--- src/hw/rtl/fss_pkg.sv ---
// Shared types and constants for the first-fit slot owner table.
// Used by the interfaces, the free-slot finder, the top level and the checker.
package fss_pkg;

  // Field widths fixed by the transaction format
  localparam int OP_W    = 2;
  localparam int SLOT_W  = 7;
  localparam int OWNER_W = 16;
  localparam int STAT_W  = 2;

  // Largest capacity that the capacity register can hold
  localparam int CAP_MAX = 127;

  // Opcodes
  localparam logic [OP_W-1:0] OP_RESERVE = 2'd0;
  localparam logic [OP_W-1:0] OP_RELEASE = 2'd1;
  localparam logic [OP_W-1:0] OP_QUERY   = 2'd2;
  localparam logic [OP_W-1:0] OP_SET     = 2'd3;

  // Status codes
  localparam logic [STAT_W-1:0] STAT_OK   = 2'd0;
  localparam logic [STAT_W-1:0] STAT_BAD  = 2'd1;
  localparam logic [STAT_W-1:0] STAT_FULL = 2'd2;
  localparam logic [STAT_W-1:0] STAT_FREE = 2'd3;

  // Sequencer states
  typedef enum logic {
    S_IDLE,
    S_EXEC
  } state_t;

  // Lowest free slot, zero-based, as found by the search
  typedef struct packed {
    logic              found;
    logic [SLOT_W-1:0] slot;
  } find_t;

endpackage

--- src/hw/rtl/fss_if.sv ---
// Valid/ready channel interfaces for requests and results of the slot table.
// Depends on fss_pkg for field widths.
interface fss_in_if;
  logic                       valid;
  logic                       ready;
  logic [fss_pkg::OP_W-1:0]    opcode;
  logic [fss_pkg::SLOT_W-1:0]  slot_number;
  logic [fss_pkg::OWNER_W-1:0] owner_id;

  modport source (output valid, output opcode, output slot_number, output owner_id,
                  input ready);
  modport sink   (input valid, input opcode, input slot_number, input owner_id,
                  output ready);
endinterface

interface fss_out_if;
  logic                       valid;
  logic                       ready;
  logic [fss_pkg::STAT_W-1:0]  status;
  logic [fss_pkg::SLOT_W-1:0]  result_slot;
  logic [fss_pkg::OWNER_W-1:0] result_owner;
  logic [fss_pkg::SLOT_W-1:0]  free_count;
  logic [fss_pkg::SLOT_W-1:0]  occupied_count_out;

  modport source (output valid, output status, output result_slot, output result_owner,
                  output free_count, output occupied_count_out, input ready);
  modport sink   (input valid, input status, input result_slot, input result_owner,
                  input free_count, input occupied_count_out, output ready);
endinterface

--- src/hw/rtl/fss_find.sv ---
// Registered search for the lowest free slot below the capacity.
// Depends on fss_pkg for the find_t result type.
module fss_find #(
  parameter int DEPTH = 64
) (
  input  logic                       clk,
  input  logic                       load,
  input  logic [DEPTH-1:0]           occ,
  input  logic [fss_pkg::SLOT_W-1:0] cap,
  output fss_pkg::find_t             res_r
);

  logic [DEPTH-1:0]           free_v;
  logic [DEPTH-1:0]           lowest;
  logic [fss_pkg::SLOT_W-1:0] slot_enc;
  fss_pkg::find_t             res_nxt;

  // Mark slots that are free and inside the capacity
  always_comb begin
    for (int i = 0; i < DEPTH; i++) begin
      free_v[i] = !occ[i] && (fss_pkg::SLOT_W'(i) < cap);
    end
  end

  // Isolate the lowest set bit, then encode its position
  assign lowest = free_v & (~free_v + DEPTH'(1));

  always_comb begin
    slot_enc = '0;
    for (int i = 0; i < DEPTH; i++) begin
      if (lowest[i]) begin
        slot_enc = slot_enc | fss_pkg::SLOT_W'(i);
      end
    end
    res_nxt.found = |free_v;
    res_nxt.slot  = slot_enc;
  end

  // Capture the search result with the transaction
  always_ff @(posedge clk) begin
    if (load) begin
      res_r <= res_nxt;
    end
  end

endmodule

--- src/hw/rtl/first_free_slot_owner_table.sv ---
// First-fit slot owner table. Each transaction is accepted in the idle state and
// finished in the execute state: in the accept cycle the table memory is read at
// the requested slot and the lowest free slot is searched over the occupancy
// bitmap, both into registers; in the execute cycle the entry is modified and
// written back, the counts are updated and the result register is loaded. A new
// request is taken in the cycle after that, also while the previous result still
// waits, as long as the sink takes it then. The owner memory needs no clearing
// pass: a per-slot occupancy flag is cleared at reset and on every capacity write,
// and a slot whose flag is clear reads as free. Depends on fss_pkg, fss_if and fss_find.
module first_free_slot_owner_table #(
  parameter int SLOTS      = 64,
  parameter int OWNER_BITS = 16
) (
  input  logic                       clk,
  input  logic                       rst_n,
  fss_in_if.sink                     in_chan,
  fss_out_if.source                  out_chan,
  input  logic                       cfg_we,
  input  logic [fss_pkg::SLOT_W-1:0] cfg_wdata
);

  // Only slots reachable through the capacity register get storage
  localparam int USED = (SLOTS < fss_pkg::CAP_MAX) ? SLOTS : fss_pkg::CAP_MAX;
  localparam int IW   = (USED > 1) ? $clog2(USED) : 1;
  localparam logic [fss_pkg::SLOT_W-1:0] CAP_LIM = fss_pkg::SLOT_W'(USED);
  localparam logic [fss_pkg::SLOT_W-1:0] CAP_RST =
    (USED < 64) ? fss_pkg::SLOT_W'(USED) : fss_pkg::SLOT_W'(64);

  fss_pkg::state_t state_r, state_nxt;
  logic            accept;

  logic [OWNER_BITS-1:0] mem [USED];
  logic [OWNER_BITS-1:0] rd_r;

  logic [USED-1:0]            occ_r, occ_nxt;
  logic [fss_pkg::SLOT_W-1:0] cnt_r, cnt_nxt;
  logic [fss_pkg::SLOT_W-1:0] cap_r;

  // Request registers
  logic [fss_pkg::OP_W-1:0] op_r;
  logic [IW-1:0]            idx_r;
  logic                     idx_ok_r;
  logic [OWNER_BITS-1:0]    owner_r;

  // Request decode at accept
  logic [fss_pkg::SLOT_W-1:0]    idx7;
  logic [IW-1:0]                 idx_in;
  logic                          idx_ok_in;
  logic [OWNER_BITS+15:0]        owner_ext;
  logic [OWNER_BITS-1:0]         owner_in;

  fss_pkg::find_t fnd_r;

  // Execute-cycle results
  logic                       mem_we;
  logic [IW-1:0]              mem_wa;
  logic [OWNER_BITS-1:0]      mem_wd;
  logic [fss_pkg::STAT_W-1:0] stat_c;
  logic [fss_pkg::SLOT_W-1:0] rslot_c;
  logic [OWNER_BITS-1:0]      rowner_c;
  logic                       slot_occ;
  logic [OWNER_BITS+15:0]     rowner_ext;

  // Output register
  logic                        out_valid_r;
  logic [fss_pkg::STAT_W-1:0]  status_r;
  logic [fss_pkg::SLOT_W-1:0]  rslot_r;
  logic [fss_pkg::OWNER_W-1:0] rowner_r;
  logic [fss_pkg::SLOT_W-1:0]  free_r;
  logic [fss_pkg::SLOT_W-1:0]  occ_cnt_r;

  // Decode the incoming slot number and mask the owner to the stored width
  assign idx7      = in_chan.slot_number - fss_pkg::SLOT_W'(1);
  assign idx_in    = idx7[IW-1:0];
  assign idx_ok_in = (in_chan.slot_number != '0) && (in_chan.slot_number <= cap_r);
  assign owner_ext = {{OWNER_BITS{1'b0}}, in_chan.owner_id};
  assign owner_in  = owner_ext[OWNER_BITS-1:0];

  // Sequencer: one transaction at a time
  always_comb begin
    state_nxt      = state_r;
    in_chan.ready  = 1'b0;
    unique case (state_r)
      fss_pkg::S_IDLE: begin
        in_chan.ready = !out_valid_r || out_chan.ready;
        if (in_chan.valid && in_chan.ready) begin
          state_nxt = fss_pkg::S_EXEC;
        end
      end
      fss_pkg::S_EXEC: begin
        state_nxt = fss_pkg::S_IDLE;
      end
      default: begin
        state_nxt = fss_pkg::S_IDLE;
      end
    endcase
  end

  assign accept = in_chan.valid && in_chan.ready;

  always_ff @(posedge clk) begin
    if (!rst_n) begin
      state_r <= fss_pkg::S_IDLE;
    end else begin
      state_r <= state_nxt;
    end
  end

  // Search the lowest free slot alongside the table read
  fss_find #(
    .DEPTH (USED)
  ) u_find (
    .clk   (clk),
    .load  (accept),
    .occ   (occ_r),
    .cap   (cap_r),
    .res_r (fnd_r)
  );

  // Capture the request
  always_ff @(posedge clk) begin
    if (accept) begin
      op_r     <= in_chan.opcode;
      idx_r    <= idx_in;
      idx_ok_r <= idx_ok_in;
      owner_r  <= owner_in;
    end
  end

  // Owner memory: read at accept, written back in the execute cycle.
  // The write lands before the next accept reads the memory, so no forwarding.
  always_ff @(posedge clk) begin
    if (accept) begin
      rd_r <= mem[idx_in];
    end
    if (mem_we) begin
      mem[mem_wa] <= mem_wd;
    end
  end

  // Modify: work out status, write-back and new counts
  always_comb begin
    slot_occ = idx_ok_r && occ_r[idx_r];
    mem_we   = 1'b0;
    mem_wa   = idx_r;
    mem_wd   = owner_r;
    occ_nxt  = occ_r;
    cnt_nxt  = cnt_r;
    stat_c   = fss_pkg::STAT_OK;
    rslot_c  = '0;
    rowner_c = '0;
    if (state_r == fss_pkg::S_EXEC) begin
      priority if (op_r == fss_pkg::OP_RESERVE) begin
        priority if (owner_r == '0) begin
          stat_c = fss_pkg::STAT_BAD;
        end else if (!fnd_r.found) begin
          stat_c = fss_pkg::STAT_FULL;
        end else begin
          mem_we  = 1'b1;
          mem_wa  = fnd_r.slot[IW-1:0];
          occ_nxt[fnd_r.slot[IW-1:0]] = 1'b1;
          cnt_nxt = cnt_r + fss_pkg::SLOT_W'(1);
          rslot_c = fnd_r.slot + fss_pkg::SLOT_W'(1);
        end
      end else if (!idx_ok_r) begin
        stat_c = fss_pkg::STAT_BAD;
      end else if (op_r == fss_pkg::OP_RELEASE) begin
        if (!slot_occ) begin
          stat_c = fss_pkg::STAT_FREE;
        end else begin
          rowner_c       = rd_r;
          occ_nxt[idx_r] = 1'b0;
          cnt_nxt        = cnt_r - fss_pkg::SLOT_W'(1);
        end
      end else if (op_r == fss_pkg::OP_QUERY) begin
        rowner_c = slot_occ ? rd_r : '0;
      end else begin
        // Set: a nonzero owner occupies the slot, zero frees it
        if (owner_r != '0) begin
          mem_we         = 1'b1;
          occ_nxt[idx_r] = 1'b1;
          if (!slot_occ) begin
            cnt_nxt = cnt_r + fss_pkg::SLOT_W'(1);
          end
        end else begin
          occ_nxt[idx_r] = 1'b0;
          if (slot_occ) begin
            cnt_nxt = cnt_r - fss_pkg::SLOT_W'(1);
          end
        end
      end
    end
  end

  // Table control state; a capacity write clears occupancy and count
  always_ff @(posedge clk) begin
    if (!rst_n) begin
      cap_r <= CAP_RST;
      occ_r <= '0;
      cnt_r <= '0;
    end else if (cfg_we) begin
      cap_r <= (cfg_wdata > CAP_LIM) ? CAP_LIM : cfg_wdata;
      occ_r <= '0;
      cnt_r <= '0;
    end else begin
      occ_r <= occ_nxt;
      cnt_r <= cnt_nxt;
    end
  end

  assign rowner_ext = {16'b0, rowner_c};

  // Output register: load at the end of execute, drop when taken
  always_ff @(posedge clk) begin
    if (!rst_n) begin
      out_valid_r <= 1'b0;
    end else if (state_r == fss_pkg::S_EXEC) begin
      out_valid_r <= 1'b1;
    end else if (out_chan.ready) begin
      out_valid_r <= 1'b0;
    end
  end

  always_ff @(posedge clk) begin
    if (state_r == fss_pkg::S_EXEC) begin
      status_r  <= stat_c;
      rslot_r   <= rslot_c;
      rowner_r  <= rowner_ext[fss_pkg::OWNER_W-1:0];
      free_r    <= cap_r - cnt_nxt;
      occ_cnt_r <= cnt_nxt;
    end
  end

  assign out_chan.valid              = out_valid_r;
  assign out_chan.status             = status_r;
  assign out_chan.result_slot        = rslot_r;
  assign out_chan.result_owner       = rowner_r;
  assign out_chan.free_count         = free_r;
  assign out_chan.occupied_count_out = occ_cnt_r;

endmodule

--- src/flat_wrapper.sv ---
// flat-port wrapper written by rule: the top's interface ports become plain ports
module first_free_slot_owner_table_flat 
#(
  parameter int SLOTS      = 64,
  parameter int OWNER_BITS = 16
)
  (clk, rst_n, cfg_we, cfg_wdata, in_chan_valid, in_chan_opcode, in_chan_slot_number, in_chan_owner_id, in_chan_ready, out_chan_valid, out_chan_status, out_chan_result_slot, out_chan_result_owner, out_chan_free_count, out_chan_occupied_count_out, out_chan_ready);
  fss_in_if in_chan_i ();
  fss_out_if out_chan_i ();
  input  logic clk;
  input  logic rst_n;
  input  logic cfg_we;
  input  logic [fss_pkg::SLOT_W-1:0] cfg_wdata;
  input wire logic [$bits(in_chan_i.valid)-1:0] in_chan_valid;
  input wire logic [$bits(in_chan_i.opcode)-1:0] in_chan_opcode;
  input wire logic [$bits(in_chan_i.slot_number)-1:0] in_chan_slot_number;
  input wire logic [$bits(in_chan_i.owner_id)-1:0] in_chan_owner_id;
  output wire logic [$bits(in_chan_i.ready)-1:0] in_chan_ready;
  output wire logic [$bits(out_chan_i.valid)-1:0] out_chan_valid;
  output wire logic [$bits(out_chan_i.status)-1:0] out_chan_status;
  output wire logic [$bits(out_chan_i.result_slot)-1:0] out_chan_result_slot;
  output wire logic [$bits(out_chan_i.result_owner)-1:0] out_chan_result_owner;
  output wire logic [$bits(out_chan_i.free_count)-1:0] out_chan_free_count;
  output wire logic [$bits(out_chan_i.occupied_count_out)-1:0] out_chan_occupied_count_out;
  input wire logic [$bits(out_chan_i.ready)-1:0] out_chan_ready;
  assign in_chan_i.valid = in_chan_valid;
  assign in_chan_i.opcode = in_chan_opcode;
  assign in_chan_i.slot_number = in_chan_slot_number;
  assign in_chan_i.owner_id = in_chan_owner_id;
  assign in_chan_ready = in_chan_i.ready;
  assign out_chan_valid = out_chan_i.valid;
  assign out_chan_status = out_chan_i.status;
  assign out_chan_result_slot = out_chan_i.result_slot;
  assign out_chan_result_owner = out_chan_i.result_owner;
  assign out_chan_free_count = out_chan_i.free_count;
  assign out_chan_occupied_count_out = out_chan_i.occupied_count_out;
  assign out_chan_i.ready = out_chan_ready;
  first_free_slot_owner_table #(.SLOTS(SLOTS), .OWNER_BITS(OWNER_BITS)) u_core (.clk(clk), .rst_n(rst_n), .in_chan(in_chan_i), .out_chan(out_chan_i), .cfg_we(cfg_we), .cfg_wdata(cfg_wdata));
endmodule
--- config.mk ---
export PLATFORM = sky130hd
export DESIGN_NAME = first_free_slot_owner_table_flat
export DESIGN_NICKNAME = d
export VERILOG_FILES = /design/src/hw/rtl/fss_pkg.sv /design/src/hw/rtl/fss_if.sv /design/src/hw/rtl/fss_find.sv /design/src/hw/rtl/first_free_slot_owner_table.sv /design/src/flat_wrapper.sv
export SDC_FILE = /design/constraint.sdc
export NUM_CORES = 2
export LEC_CHECK = 0
export BUFFER_PORTS_ARGS = -buffer_cell sky130_fd_sc_hd__buf_2
export CORE_ASPECT_RATIO = 0.75
export CORE_UTILIZATION = 41
export CTS_CLUSTER_SIZE = 30
export DETAILED_ROUTE_END_ITERATION = 12
export HOLD_SLACK_MARGIN = 0.15
export PLACE_DENSITY_LB_ADDON = 0.3
export REMOVE_ABC_BUFFERS = 1
export SLEW_MARGIN = 20
export SYNTH_ARGS = -nofsm -noshare
export SYNTH_HDL_FRONTEND = slang
export SYNTH_HIERARCHICAL = 1
export SYNTH_SLANG_ARGS = --single-unit
--- constraint.sdc ---
create_clock -name clk -period 11.1 [get_ports clk]
set_input_delay 2.775 -clock clk [delete_from_list [all_inputs] [get_ports clk]]
set_output_delay 2.775 -clock clk [all_outputs]
set_load 0.01 [all_outputs]
==> results_dict.tcl <==
set metrics [dict create \
    outcome "complete, no violations" \
    critPathRequiredTime_ns 11.54 \
    yosys-top-cells-count "edfxtp_1, mux4_2, nor2_1" \
    hold_viol_final 0 \
    via_per_inst 6.30 \
    cp.depth 7 \
    rrSetupSlack_ns 4.99 \
    end_kind "flip-flop" \
    fin_area_um2 58200 \
    die_w_um 413 \
    syn-cell-area_um2 52000 \
    h-tree-depth 3 \
    coreArea_um2 125000 \
    setup_viol 0 \
    ys_seq_area_frac 0.673 \
    finalCritPeriodShare 0.552 \
    drc_errors 0 \
    crit_type "input port to flip-flop" \
    grt_overflow 0 \
    worstReg2RegEnd "u_core/mem[53][10]$_DFFE_PP_" \
    pin_count 78 \
    grt_max_degree 163 \
    dr.first_iter.drc_count 4888 \
    insertion_delay_ns 0.72 \
    syn_avg_cell_area_um2 16.6 \
    yosys-top-cells-area "edfxtp_1, mux4_2, dfxtp_1" \
    nets 3266 \
    fmax_ghz 0.163 \
    vias 31200 \
    cts_setup_buffers 0 \
    root_buffer "clkbuf_16" \
    place.gp.congestion 0.996 \
    dp_hpwl_mm 94.4 \
    syn_to_final_growth_pct 12.0 \
    r2r_start "u_core/mem_wd[3]$_DFFE_PP_" \
    cts-buffers-inserted 113 \
    dieArea_um2 128000 \
    drtPass1Iterations 8 \
    slowest_stage "ha_4" \
    die_h_um 310 \
    start_kind "input port" \
    slowest_delay_ns 0.81 \
    synth.most_common_cell "edfxtp_1" \
    placed_area_um2 54600 \
    synth_cells 3121 \
    p_per_area_nw_per_um2 165 \
    max-slew-margin-rel 0.200 \
    crit_buf_inv 3 \
    cts.sinks 1191 \
    holdPathStages 2 \
    cp_max_fo 162 \
    ant_nets 0 \
    ys.warnings.count 6 \
    start_util 0.416 \
    wl_per_cell_um 31.2 \
    cts.reportedPaths.clkPinSlew_ns 0.07 \
    reg2reg_depth 9 \
    async_flop_share 0 \
    post_cts_resize_count 0 \
    synth_flop_cell "edfxtp_1" \
    fill_cells 10600 \
    crit_top_cell "mux4_2" \
    cpLargestDelayFamily "multiplexers" \
    track_usage 0.241 \
    crit_chain "buf_8, inv_1, ha_4, buf_12, mux4_2, mux4_2, mux4_2" \
    cts_hold_buf 0 \
    first_global_vias 29600 \
    cts_tree "yes" \
    io_buffers 77 \
    hp-class "flip-flop to flip-flop" \
    antenna_found_initial 11 \
    finalMaxSlewViolations 0 \
    fin_skew_ns 0.0262 \
    ys_types 116 \
    drive_above_1_share 0.250 \
    max-cap-violations 0 \
    rsz0062_at_grt "no" \
    synth_top_area_share 0.642 \
    ir_worst_vdd_mv 0.135 \
    num_rows 112 \
    synth-edff-count 1111 \
    synth-seq-cells 1191 \
    fin_crit_ns 6.13 \
    p_leak_nw 17.9 \
    tightestPinTransition_ns 1.19 \
    clockBufferDepth 3 \
    synth_area_leader_cell "edfxtp_1" \
    cp_data_arrival_time_ns 6.57 \
    drt-total-wl_mm 155 \
    tns_ns 0 \
    grt_pass1_wl_mm 219 \
]
-- routing by layer --
metal	wire length, um	vias up	GRT usage	part of all wire
met2	64400	1967	0.329	0.42
met3	22500	220	0.0950	0.15
met1	65100	16100	0.360	0.42
met4	2980	0	0.0478	0.019
met5	0	-	0.00300	0
li1	-	12900	-	-
-- sequential cells by signal, summed over array words and instances (netlist names), 2 cells and up, named ones only --
register and flops:
u_core/cap_r 7, u_core/cnt_r 7, u_core/idx_r 6, u_core/mem 1024, u_core/mem_wd 16, u_core/op_r 2
u_core/out_chan.free_count 7, u_core/out_chan.occupied_count_out 7, u_core/out_chan.result_owner 16, u_core/out_chan.result_slot 7, u_core/out_chan.status 2, u_core/rd_r 16
u_core/u_find/res_r 7
-- worst min-delay path: cells and delay by family (launching register included) --
family | cells | cell delay, ns
compound gates | 2 | 0.15
flops | 1 | 0.32
-- worst max path at each step --
| stage | start | end | slack, ns |
|---|---|---|---|
| 2_1_floorplan | in_chan_slot_number[1] | u_core/rd_r[0]$_DFFE_PP_ | 1.01 |
| 3_3_place_gp | in_chan_slot_number[0] | u_core/rd_r[6]$_DFFE_PP_ | 4.30 |
| 3_5_place_dp | in_chan_slot_number[0] | u_core/rd_r[0]$_DFFE_PP_ | 4.23 |
| 4_1_cts | in_chan_slot_number[0] | u_core/rd_r[0]$_DFFE_PP_ | 4.97 |
| 5_1_grt | in_chan_slot_number[0] | u_core/rd_r[0]$_DFFE_PP_ | 4.82 |
| 6_report | in_chan_slot_number[0] | u_core/rd_r[6]$_DFFE_PP_ | 4.97 |
-- cell type report --
class,instances,area (um^2),share of cell area
antenna,1,2.50,0.0000430
clock buffer,131,2920,0.0501
clock inverter,80,671,0.0115
inverter,52,195,0.00336
multi-input combinational,1666,16100,0.277
sequential,1191,35000,0.601
tap,1653,2070,0.0356
timing repair buffer,187,1250,0.0214
-- layout by cell type, fill, tap and decap left out, drive strengths merged, types with 20 or more instances in the layout --
master,instances
a211oi,50
a21oi,165
a311oi,20
a31oi,20
a32o,31
and2,25
and3,33
buf,187
clkbuf,131
clkinv,59
dfxtp,80
edfxtp,1111
inv,55
mux2i,22
mux4,342
nand2,168
nand3,74
nand4,26
nor2,242
nor3,52
nor4,33
o21ai,63
or3,21
-- logic make-up (layout without fill, tap and decap cells) --
family / after synthesis / after routing / synth area share
AO/OA/AOI/OAI: 490 / 490 / 0.0661
multiplexers: 366 / 366 / 0.153
XOR/XNOR: 17 / 17 / 0.00301
buffers and inverters: 264 / 450 / 0.0244
other: 1 / 2 / 0.0000722
flip-flops: 1191 / 1191 / 0.673
adder cells (fa/ha/maj): 20 / 20 / 0.00491
AND/OR/NAND/NOR: 772 / 772 / 0.0753
-- through the flow --
step                      power, mW  setup WS, ns  hold slack [ns]  instances   util
after CTS                      9.62          4.97            0.525       4960  0.465
after detailed placement       5.87          4.23            0.521       4749  0.437
after global placement         5.87          4.30            0.504       4749  0.437
after global routing           9.83          4.82            0.560       4960  0.465
final                          9.59          4.97            0.520       4961  0.465
after floorplan                5.61          1.01            0.474       2909      -
-- where the power goes --
| part | internal [mW] | total, mW | switching, mW |
|---|---|---|---|
| clock | 2.09 | 3.79 | 1.70 |
| sequential | 4.95 | 4.99 | 0.0344 |
| combinational | 0.292 | 0.809 | 0.517 |
Note: power is estimated with default switching activity, not from simulation.
